==> config.mk <==
export PLATFORM = sky130hd
export DESIGN_NAME = anf_polynomial_evaluator_top
export DESIGN_NICKNAME = d
export VERILOG_FILES = /design/src/hw/rtl/anfpe_pkg.sv /design/src/hw/rtl/anfpe_cell.sv /design/src/hw/rtl/anf_polynomial_evaluator_top.sv
export SDC_FILE = /design/constraint.sdc
export NUM_CORES = 2
export LEC_CHECK = 0
export ABC_AREA = 1
export BUFFER_PORTS_ARGS = -buffer_cell sky130_fd_sc_hd__buf_2
export CAP_MARGIN = 20
export CORE_UTILIZATION = 58
export CTS_CLUSTER_SIZE = 10
export DETAILED_ROUTE_END_ITERATION = 6
export GPL_TIMING_DRIVEN = 0
export HOLD_SLACK_MARGIN = 0.15
export PLACE_DENSITY = 0.77
export SLEW_MARGIN = 5
export SYNTH_ARGS = -nofsm -noshare
export SYNTH_HDL_FRONTEND = slang
export SYNTH_HIERARCHICAL = 1
export SYNTH_SLANG_ARGS = --single-unit
export TNS_END_PERCENT = 30
==> constraint.sdc <==
create_clock -name clk -period 33.7 [get_ports clk]
set_clock_uncertainty 0.2 [all_clocks]
set_input_delay 5.055 -clock clk [delete_from_list [all_inputs] [get_ports clk]]
set_output_delay 5.055 -clock clk [all_outputs]
set_load 0.03 [all_outputs]
==> src/hw/rtl/anfpe_pkg.sv <==
// shared types and constants of the algebraic normal form evaluator
// no dependencies; imported by the cell and the top level
package anfpe_pkg;

    // sizes of the variable space and of the coefficient store
    localparam int MAX_VARS    = 10;
    localparam int WORD_BITS   = 32;
    localparam int WORD_AW     = 5;
    localparam int POINT_W     = MAX_VARS;
    localparam int STORE_AW    = MAX_VARS - WORD_AW;
    localparam int STORE_WORDS = 1 << STORE_AW;
    localparam int NV_W        = 4;
    localparam int WIDX_W      = 5;

    localparam logic [NV_W-1:0] MAX_VARS_V = NV_W'(MAX_VARS);

    // request codes
    localparam logic FUNC_LOAD = 1'b0;
    localparam logic FUNC_EVAL = 1'b1;

    // evaluation token handed from cell to cell
    typedef struct packed {
        logic                 err;
        logic                 acc;
        logic [STORE_AW-1:0]  pt_hi;
        logic [WORD_BITS-1:0] lo_mask;
    } tok_t;

endpackage

==> src/hw/rtl/anfpe_cell.sv <==
// one cell of the evaluation chain: holds one coefficient word and one token stage
// depends on anfpe_pkg
module anfpe_cell
    import anfpe_pkg::*;
(
    input  logic                 clk,
    input  logic                 rst_n,
    input  logic                 adv,
    input  logic                 wr_en,
    input  logic [WORD_BITS-1:0] wr_data,
    input  logic [STORE_AW-1:0]  cell_idx,
    input  logic                 vld_in,
    input  tok_t                 tok_in,
    output logic                 vld_out,
    output tok_t                 tok_out
);

    logic [WORD_BITS-1:0] word_reg;
    logic                 vld_reg;
    tok_t                 tok_reg;
    tok_t                 tok_next;
    logic                 hit;

    // fold this word into the running parity when its monomials lie under the point
    always_comb
    begin
        hit          = !tok_in.err && ((cell_idx & ~tok_in.pt_hi) == '0);
        tok_next     = tok_in;
        tok_next.acc = tok_in.acc ^ (hit & (^(word_reg & tok_in.lo_mask)));
    end

    // coefficient word, cleared to constant false at reset
    always_ff @(posedge clk or negedge rst_n)
    begin
        if (!rst_n)
        begin
            word_reg <= '0;
        end
        else if (wr_en)
        begin
            word_reg <= wr_data;
        end
    end

    // token valid
    always_ff @(posedge clk or negedge rst_n)
    begin
        if (!rst_n)
        begin
            vld_reg <= 1'b0;
        end
        else if (adv)
        begin
            vld_reg <= vld_in;
        end
    end

    // token payload
    always_ff @(posedge clk)
    begin
        if (adv)
        begin
            tok_reg <= tok_next;
        end
    end

    assign vld_out = vld_reg;
    assign tok_out = tok_reg;

endmodule

==> src/hw/rtl/anf_polynomial_evaluator_top.sv <==
// Algebraic normal form (XOR of ANDs) polynomial evaluator.
// Input channel (in_valid / in_stall) carries requests: func selects a load of one
// 32-bit coefficient word (word_index, word_data) or an evaluation at point.
// A load gives no result; a word_index beyond the store is ignored.
// An evaluation gives one result on the output channel (out_valid / out_stall):
// value, or range_error with value 0 when point is not below 2^num_vars.
// The user writes num_vars (cfg_wr_en / cfg_wr_data) only while the block is idle;
// the block does not enforce this; values above the maximum are treated as the maximum.
// An evaluation token walks the row of coefficient cells, one word per cycle while the
// chain is not held; the result is registered as the token leaves the last cell, and a
// new request is taken in the cycle the token leaves the last cell.
// Loads are taken back to back while no evaluation is in the chain.
// Reset clears the coefficient store (constant false), num_vars and all valid flags.
// A stalled result stays in the output register; a finished token waits in the last
// cell and the chain holds until the register frees, and in_stall stays high meanwhile.
// depends on anfpe_pkg and anfpe_cell
module anf_polynomial_evaluator_top
    import anfpe_pkg::*;
(
    input  logic                 clk,
    input  logic                 rst_n,
    input  logic                 cfg_wr_en,
    input  logic [NV_W-1:0]      cfg_wr_data,
    input  logic                 in_valid,
    output logic                 in_stall,
    input  logic                 func,
    input  logic [WIDX_W-1:0]    word_index,
    input  logic [WORD_BITS-1:0] word_data,
    input  logic [POINT_W-1:0]   point,
    output logic                 out_valid,
    input  logic                 out_stall,
    output logic                 value,
    output logic                 range_error
);

    logic [NV_W-1:0]      num_vars_reg;
    logic                 busy_reg;
    logic                 busy_next;
    logic                 out_valid_reg;
    logic                 out_valid_next;
    logic                 value_reg;
    logic                 err_reg;
    logic                 adv;
    logic                 last_leave;
    logic                 in_acc;
    logic                 eval_acc;
    logic                 load_acc;
    logic [NV_W-1:0]      n_eff;
    tok_t                 tok_first;
    logic                 vld_chain [STORE_WORDS+1];
    tok_t                 tok_chain [STORE_WORDS+1];
    logic [STORE_WORDS-1:0] wr_sel;

    // configuration register
    always_ff @(posedge clk or negedge rst_n)
    begin
        if (!rst_n)
        begin
            num_vars_reg <= '0;
        end
        else if (cfg_wr_en)
        begin
            num_vars_reg <= cfg_wr_data;
        end
    end

    // handshake of the input side
    assign last_leave = vld_chain[STORE_WORDS] && adv;
    assign in_stall   = busy_reg && !last_leave;
    assign in_acc     = in_valid && !in_stall;
    assign eval_acc   = in_acc && (func == FUNC_EVAL);
    assign load_acc   = in_acc && (func == FUNC_LOAD);

    // chain holds while a finished token cannot enter the output register
    assign adv = !(vld_chain[STORE_WORDS] && out_valid_reg && out_stall);

    // token built from the request: range check and low subset mask
    always_comb
    begin
        n_eff             = (num_vars_reg > MAX_VARS_V) ? MAX_VARS_V : num_vars_reg;
        tok_first.err     = (point >> n_eff) != '0;
        tok_first.acc     = 1'b0;
        tok_first.pt_hi   = point[POINT_W-1:WORD_AW];
        for (int b = 0; b < WORD_BITS; b++)
        begin
            tok_first.lo_mask[b] = ((WORD_AW'(b) & ~point[WORD_AW-1:0]) == '0);
        end
    end

    assign vld_chain[0] = eval_acc;
    assign tok_chain[0] = tok_first;

    // row of coefficient cells
    for (genvar k = 0; k < STORE_WORDS; k++)
    begin : g_cell
        assign wr_sel[k] = load_acc && (int'(word_index) == k);

        anfpe_cell u_cell (
            .clk      (clk),
            .rst_n    (rst_n),
            .adv      (adv),
            .wr_en    (wr_sel[k]),
            .wr_data  (word_data),
            .cell_idx (STORE_AW'(k)),
            .vld_in   (vld_chain[k]),
            .tok_in   (tok_chain[k]),
            .vld_out  (vld_chain[k+1]),
            .tok_out  (tok_chain[k+1])
        );
    end

    // busy while an evaluation is in the chain
    always_comb
    begin
        busy_next = busy_reg;
        if (last_leave)
        begin
            busy_next = 1'b0;
        end
        if (eval_acc)
        begin
            busy_next = 1'b1;
        end
    end

    // output register valid
    always_comb
    begin
        out_valid_next = out_valid_reg;
        if (out_valid_reg && !out_stall)
        begin
            out_valid_next = 1'b0;
        end
        if (last_leave)
        begin
            out_valid_next = 1'b1;
        end
    end

    always_ff @(posedge clk or negedge rst_n)
    begin
        if (!rst_n)
        begin
            busy_reg      <= 1'b0;
            out_valid_reg <= 1'b0;
        end
        else
        begin
            busy_reg      <= busy_next;
            out_valid_reg <= out_valid_next;
        end
    end

    // result payload
    always_ff @(posedge clk)
    begin
        if (last_leave)
        begin
            value_reg <= tok_chain[STORE_WORDS].acc && !tok_chain[STORE_WORDS].err;
            err_reg   <= tok_chain[STORE_WORDS].err;
        end
    end

    assign out_valid   = out_valid_reg;
    assign value       = value_reg;
    assign range_error = err_reg;

endmodule

Word-level counts from Yosys, hierarchy flattened

Index checks and enable logic that the tools add are counted.
W data, S select, Z words.

Bits in registers: 2,244
Output and inout port bits: 4
Word-level logic and storage cells: 568

Magnitude comparators: 1
Eq/ne operators: 31
Shift operators: 1
Multiplexer cells: 5
Bitwise operators: 128
Reduce and logical (&&, ||, !) cells: 207

Operators by type and width:

| kind                 | number |
|---|---|
| $and A32 B32 Y32     | 32 |
| $reduce_xor A32 Y1   | 32 |
| $logic_not A5 Y1     | 63 |
| $not A5 Y5           | 17 |
| $eq A5 B5 Y1 const B | 16 |
| $logic_and A1 B1 Y1  | 72 |
| $eq A5 B4 Y1 const B | 8 |
| $logic_not A1 Y1     | 37 |
| $and A1 B1 Y1        | 32 |
| $not A4 Y4           | 8 |
| $xor A1 B1 Y1        | 31 |
| $eq A5 B3 Y1 const B | 4 |
| $not A3 Y3           | 4 |
| $eq A5 B2 Y1 const B | 2 |
| $reduce_bool A10 Y1  | 1 |
| $shr A10 B4 Y10      | 1 |
| $eq A5 B1 Y1 const B | 1 |
| $gt A4 B4 Y1 const B | 1 |
| $mux W1              | 4 |
| $mux W4              | 1 |
| $not A2 Y2           | 2 |
| $reduce_bool A2 Y1   | 2 |
| $not A1 Y1           | 2 |

Depth between registers and ports, before layout

Depth after elaboration: 10
Mapped depth: 18
Depth with buffers taken out: 18

Hierarchy

The synthesis kept the hierarchy.

By module, submodules not included:

| module                       | times used | cells an instance | area each (um^2) | seq. area each (um^2) |
|---|---|---|---|---|
| anfpe_cell                   | 32         | 321               | 3,258.1          | 1,996.9 |
| anf_polynomial_evaluator_top | 1          | 171               | 910.9            | 210.2 |

Worst setup path before layout

OpenSTA, ideal clock, no wires.

Kind: input-to-reg
Start point: input out_stall
End point: register g_cell[0].u_cell.vld_reg
Arrival time: 35.738 ns
Required time: 33.314 ns
Slack: -2.425 ns
Stages: 4
Cell sequence: nand2_2 > inv_2 > nand2_1 > mux2_2

Longest elaborated chain between the ends: 8

RTL lines:

| element              | RTL line                           | text |
|---|---|---|
| start, declared      | anf_polynomial_evaluator_top.sv:31 | `input logic out_stall,` |
| $logic_and A1 B1 Y1  | anf_polynomial_evaluator_top.sv:75 | `assign adv = !(vld_chain[STORE_WORDS] && out_valid_reg && out_stall);` |
| $logic_not A1 Y1     | anf_polynomial_evaluator_top.sv:75 |  |
| via adv              | anf_polynomial_evaluator_top.sv:43 | `logic adv;` |
| $logic_and A1 B1 Y1  | anf_polynomial_evaluator_top.sv:68 | `assign last_leave = vld_chain[STORE_WORDS] && adv;` |
| $logic_not A1 Y1     | anf_polynomial_evaluator_top.sv:69 | `assign in_stall = busy_reg && !last_leave;` |
| $logic_and A1 B1 Y1  | anf_polynomial_evaluator_top.sv:69 |  |
| $logic_not A1 Y1     | anf_polynomial_evaluator_top.sv:70 | `assign in_acc = in_valid && !in_stall;` |
| $logic_and A1 B1 Y1  | anf_polynomial_evaluator_top.sv:70 |  |
| $logic_and A1 B1 Y1  | anf_polynomial_evaluator_top.sv:71 | `assign eval_acc = in_acc && (func == FUNC_EVAL);` |
| end signal, assigned | anfpe_cell.sv:54                   | `vld_reg <= vld_in;` |
| end, declared        | anfpe_cell.sv:19                   | `logic vld_reg;` |

The timed path passes the listed nets, and every way through them passes these cells.
A chain may end at the register's enable or synchronous reset.

Worst setup path after layout

Start point: input out_stall
End point: output in_stall

Longest elaborated chain between the ends: 5

RTL lines:

| element             | RTL line                           | text |
|---|---|---|
| $logic_and A1 B1 Y1 | anf_polynomial_evaluator_top.sv:75 |  |
| $logic_not A1 Y1    | anf_polynomial_evaluator_top.sv:75 |  |
| $logic_and A1 B1 Y1 | anf_polynomial_evaluator_top.sv:68 |  |
| $logic_not A1 Y1    | anf_polynomial_evaluator_top.sv:69 |  |
| $logic_and A1 B1 Y1 | anf_polynomial_evaluator_top.sv:69 |  |
| end, declared       | anf_polynomial_evaluator_top.sv:25 | `output logic in_stall,` |

Every way passes these cells.

==> results.toml <==
[routing]
num_vias = 72392
drtAntennaViolNets = 0
drt-initial-drc-count = 4743
routed_wl_microns = 227400
post-route-drc-count = 0
viasPerCell = 5.376
wl_per_cell_microns = 16.89
dr.pass1.iters = 6

[final_layout]
final_nets = 10986
fillers = 12906
final_common_cell = "nand2_1"
layout.cells.non_filler = 13467
drive_above_1_share = 0.1703
area_delta_synth_final_pct = 11.88
layout_common_cells = "4462 x nand2_1, 1213 x edfxtp_1, 1062 x dfrtp_1"
largest_register_ffs = 1211

[sta]
finalSetupViolCount = 0
final_hold_viol_count = 0
whs_ps = 217.7
max_slew_margin = 0.3410
fin_setup_tns_ps = 0
timing.final.crit_share = 0.3250
slew_viol_final = 0
worst_slew_pin_slew_ps = 988.4
min_period_ps = 10950
max_freq_ghz = 0.09132
rsz0062_at_grt = "false"

[floorplanning]
start_util = 0.5839
die_area_sq_um = 181100
ioPinCount = 61
rows = 155
core-area_sq_um = 178200
die_w_microns = 425.6
die_h_microns = 425.6

[clocking]
postCtsSetupBuffers = 0
clock_latency_ps = 890
clock_path_buffers = 4
cts_tree = "built"
root_buffer = "clkbuf_16"
cts_resized = 0
htree_levels = 5
cts_sinks = 2275
cts_buffers = 279
clk_pin_slew_ps = 50
hold_buffers = 0

[critical_path]
r2r_start = "g_cell[31].u_cell/vld_out$_DFFE_PN0P_"
critPathCapture = "in_stall"
crit_path_start_kind = "input pin"
cp.required_ps = 28440
worstSetupPathType = "input pin to primary output"
timing.rr.end = "g_cell[2].u_cell/word_reg[12]$_DFFE_PN0P_"
reg2reg_slack_ps = 30280
crit_start = "out_stall"
worstPathMaxFanout = 3
arrival_ps = 5700
crit_path_end_kind = "primary output"
rr_worst_depth = 10

[global_routing]
grt_pass1_vias = 75222
track_usage = 0.2547
grt_antenna_before_repair = 15
grt_max_degree = 152
grt_pass1_wl_microns = 366800
overflow = 0

[power]
ir_drop_v = 0.00005391
p_leak_nw = 59.01
powerDensity_nw_per_um2 = 59.26

[yosys]
ys_warn_count = 6
synthCells = 10406
syn_area_sq_um = 104100
avgSynthCellArea_sq_um = 10.00

[placement]
numPortBuffers = 60
hpwl_microns = 159800
finalWeightedCongestion = 0.8181
dp_cells = 13003

[worst_hold_path]
min_path_type = "register to register"

[run]
maxCapViolCount = 0

[outcome]
status = "finished, final reports clean"
-- worst min-delay path by stage --
stage                     slack, ps                                      end  depth (start not counted)                                     from
final                           220  g_cell[10].u_cell/tok_out[10]$_DFFE_PP_                          0   g_cell[9].u_cell/tok_out[10]$_DFFE_PP_
after CTS                       220  g_cell[10].u_cell/tok_out[10]$_DFFE_PP_                          0   g_cell[9].u_cell/tok_out[10]$_DFFE_PP_
after global placement          230  g_cell[15].u_cell/tok_out[24]$_DFFE_PP_                          0  g_cell[14].u_cell/tok_out[24]$_DFFE_PP_
after global routing            230  g_cell[19].u_cell/tok_out[24]$_DFFE_PP_                          0  g_cell[18].u_cell/tok_out[24]$_DFFE_PP_
after detailed placement        230   g_cell[23].u_cell/tok_out[9]$_DFFE_PP_                          0   g_cell[22].u_cell/tok_out[9]$_DFFE_PP_
after floorplan                 230   g_cell[10].u_cell/tok_out[0]$_DFFE_PP_                          0    g_cell[9].u_cell/tok_out[0]$_DFFE_PP_
-- per-stage QoR --
step	area (sq um)	setup WS, ps	power [mW]	utilization
2_1_floorplan	104700	11650	4.008	-
3_3_place_gp	107900	2754	4.224	0.6055
3_5_place_dp	108500	22750	4.289	0.6088
4_1_cts	116400	22740	6.947	0.6532
5_1_grt	116400	22720	7.187	0.6532
6_report	116400	22750	6.899	0.6532
-- power by group --
group	switching (mW)	total [mW]	leakage, nW	internal (mW)
clock	1.07	2.65	3.79	1.58
sequential	0.209	3.53	28.3	3.32
combinational	0.458	0.718	26.9	0.260
total	1.73	6.90	59.0	5.17
-- critical path, cell delays in order --
cell and delay [ps]:
buf_2 100, nand2_2 70, inv_2 80, o21ai_4 170
inv_1 50, buf_2 170
-- final cells by class --
type	count	area (sq um)	share of cell area
Sequential cell	2275	63000	0.5411
Buffer	130	623.1	0.005352
Multi-Input combinational cell	7076	36980	0.3176
Timing Repair Buffer	80	865.8	0.007437
Antenna cell	2	5.005	0.00004299
Clock buffer	456	7848	0.06741
Inverter	1087	4080	0.03505
Tap cell	2355	2947	0.02531
Clock inverter	6	73.82	0.0006341
-- routing by layer --
metal  vias to the layer above  GRT usage  share of wire
met5                         -          0              0
met4                         0     0.1606          0.065
met3                       657    0.03462          0.037
met2                      1742     0.4966           0.56
met1                     35419     0.2487           0.34
li1                      34574          -              -
Note: power is estimated with default switching activity, not from simulation.
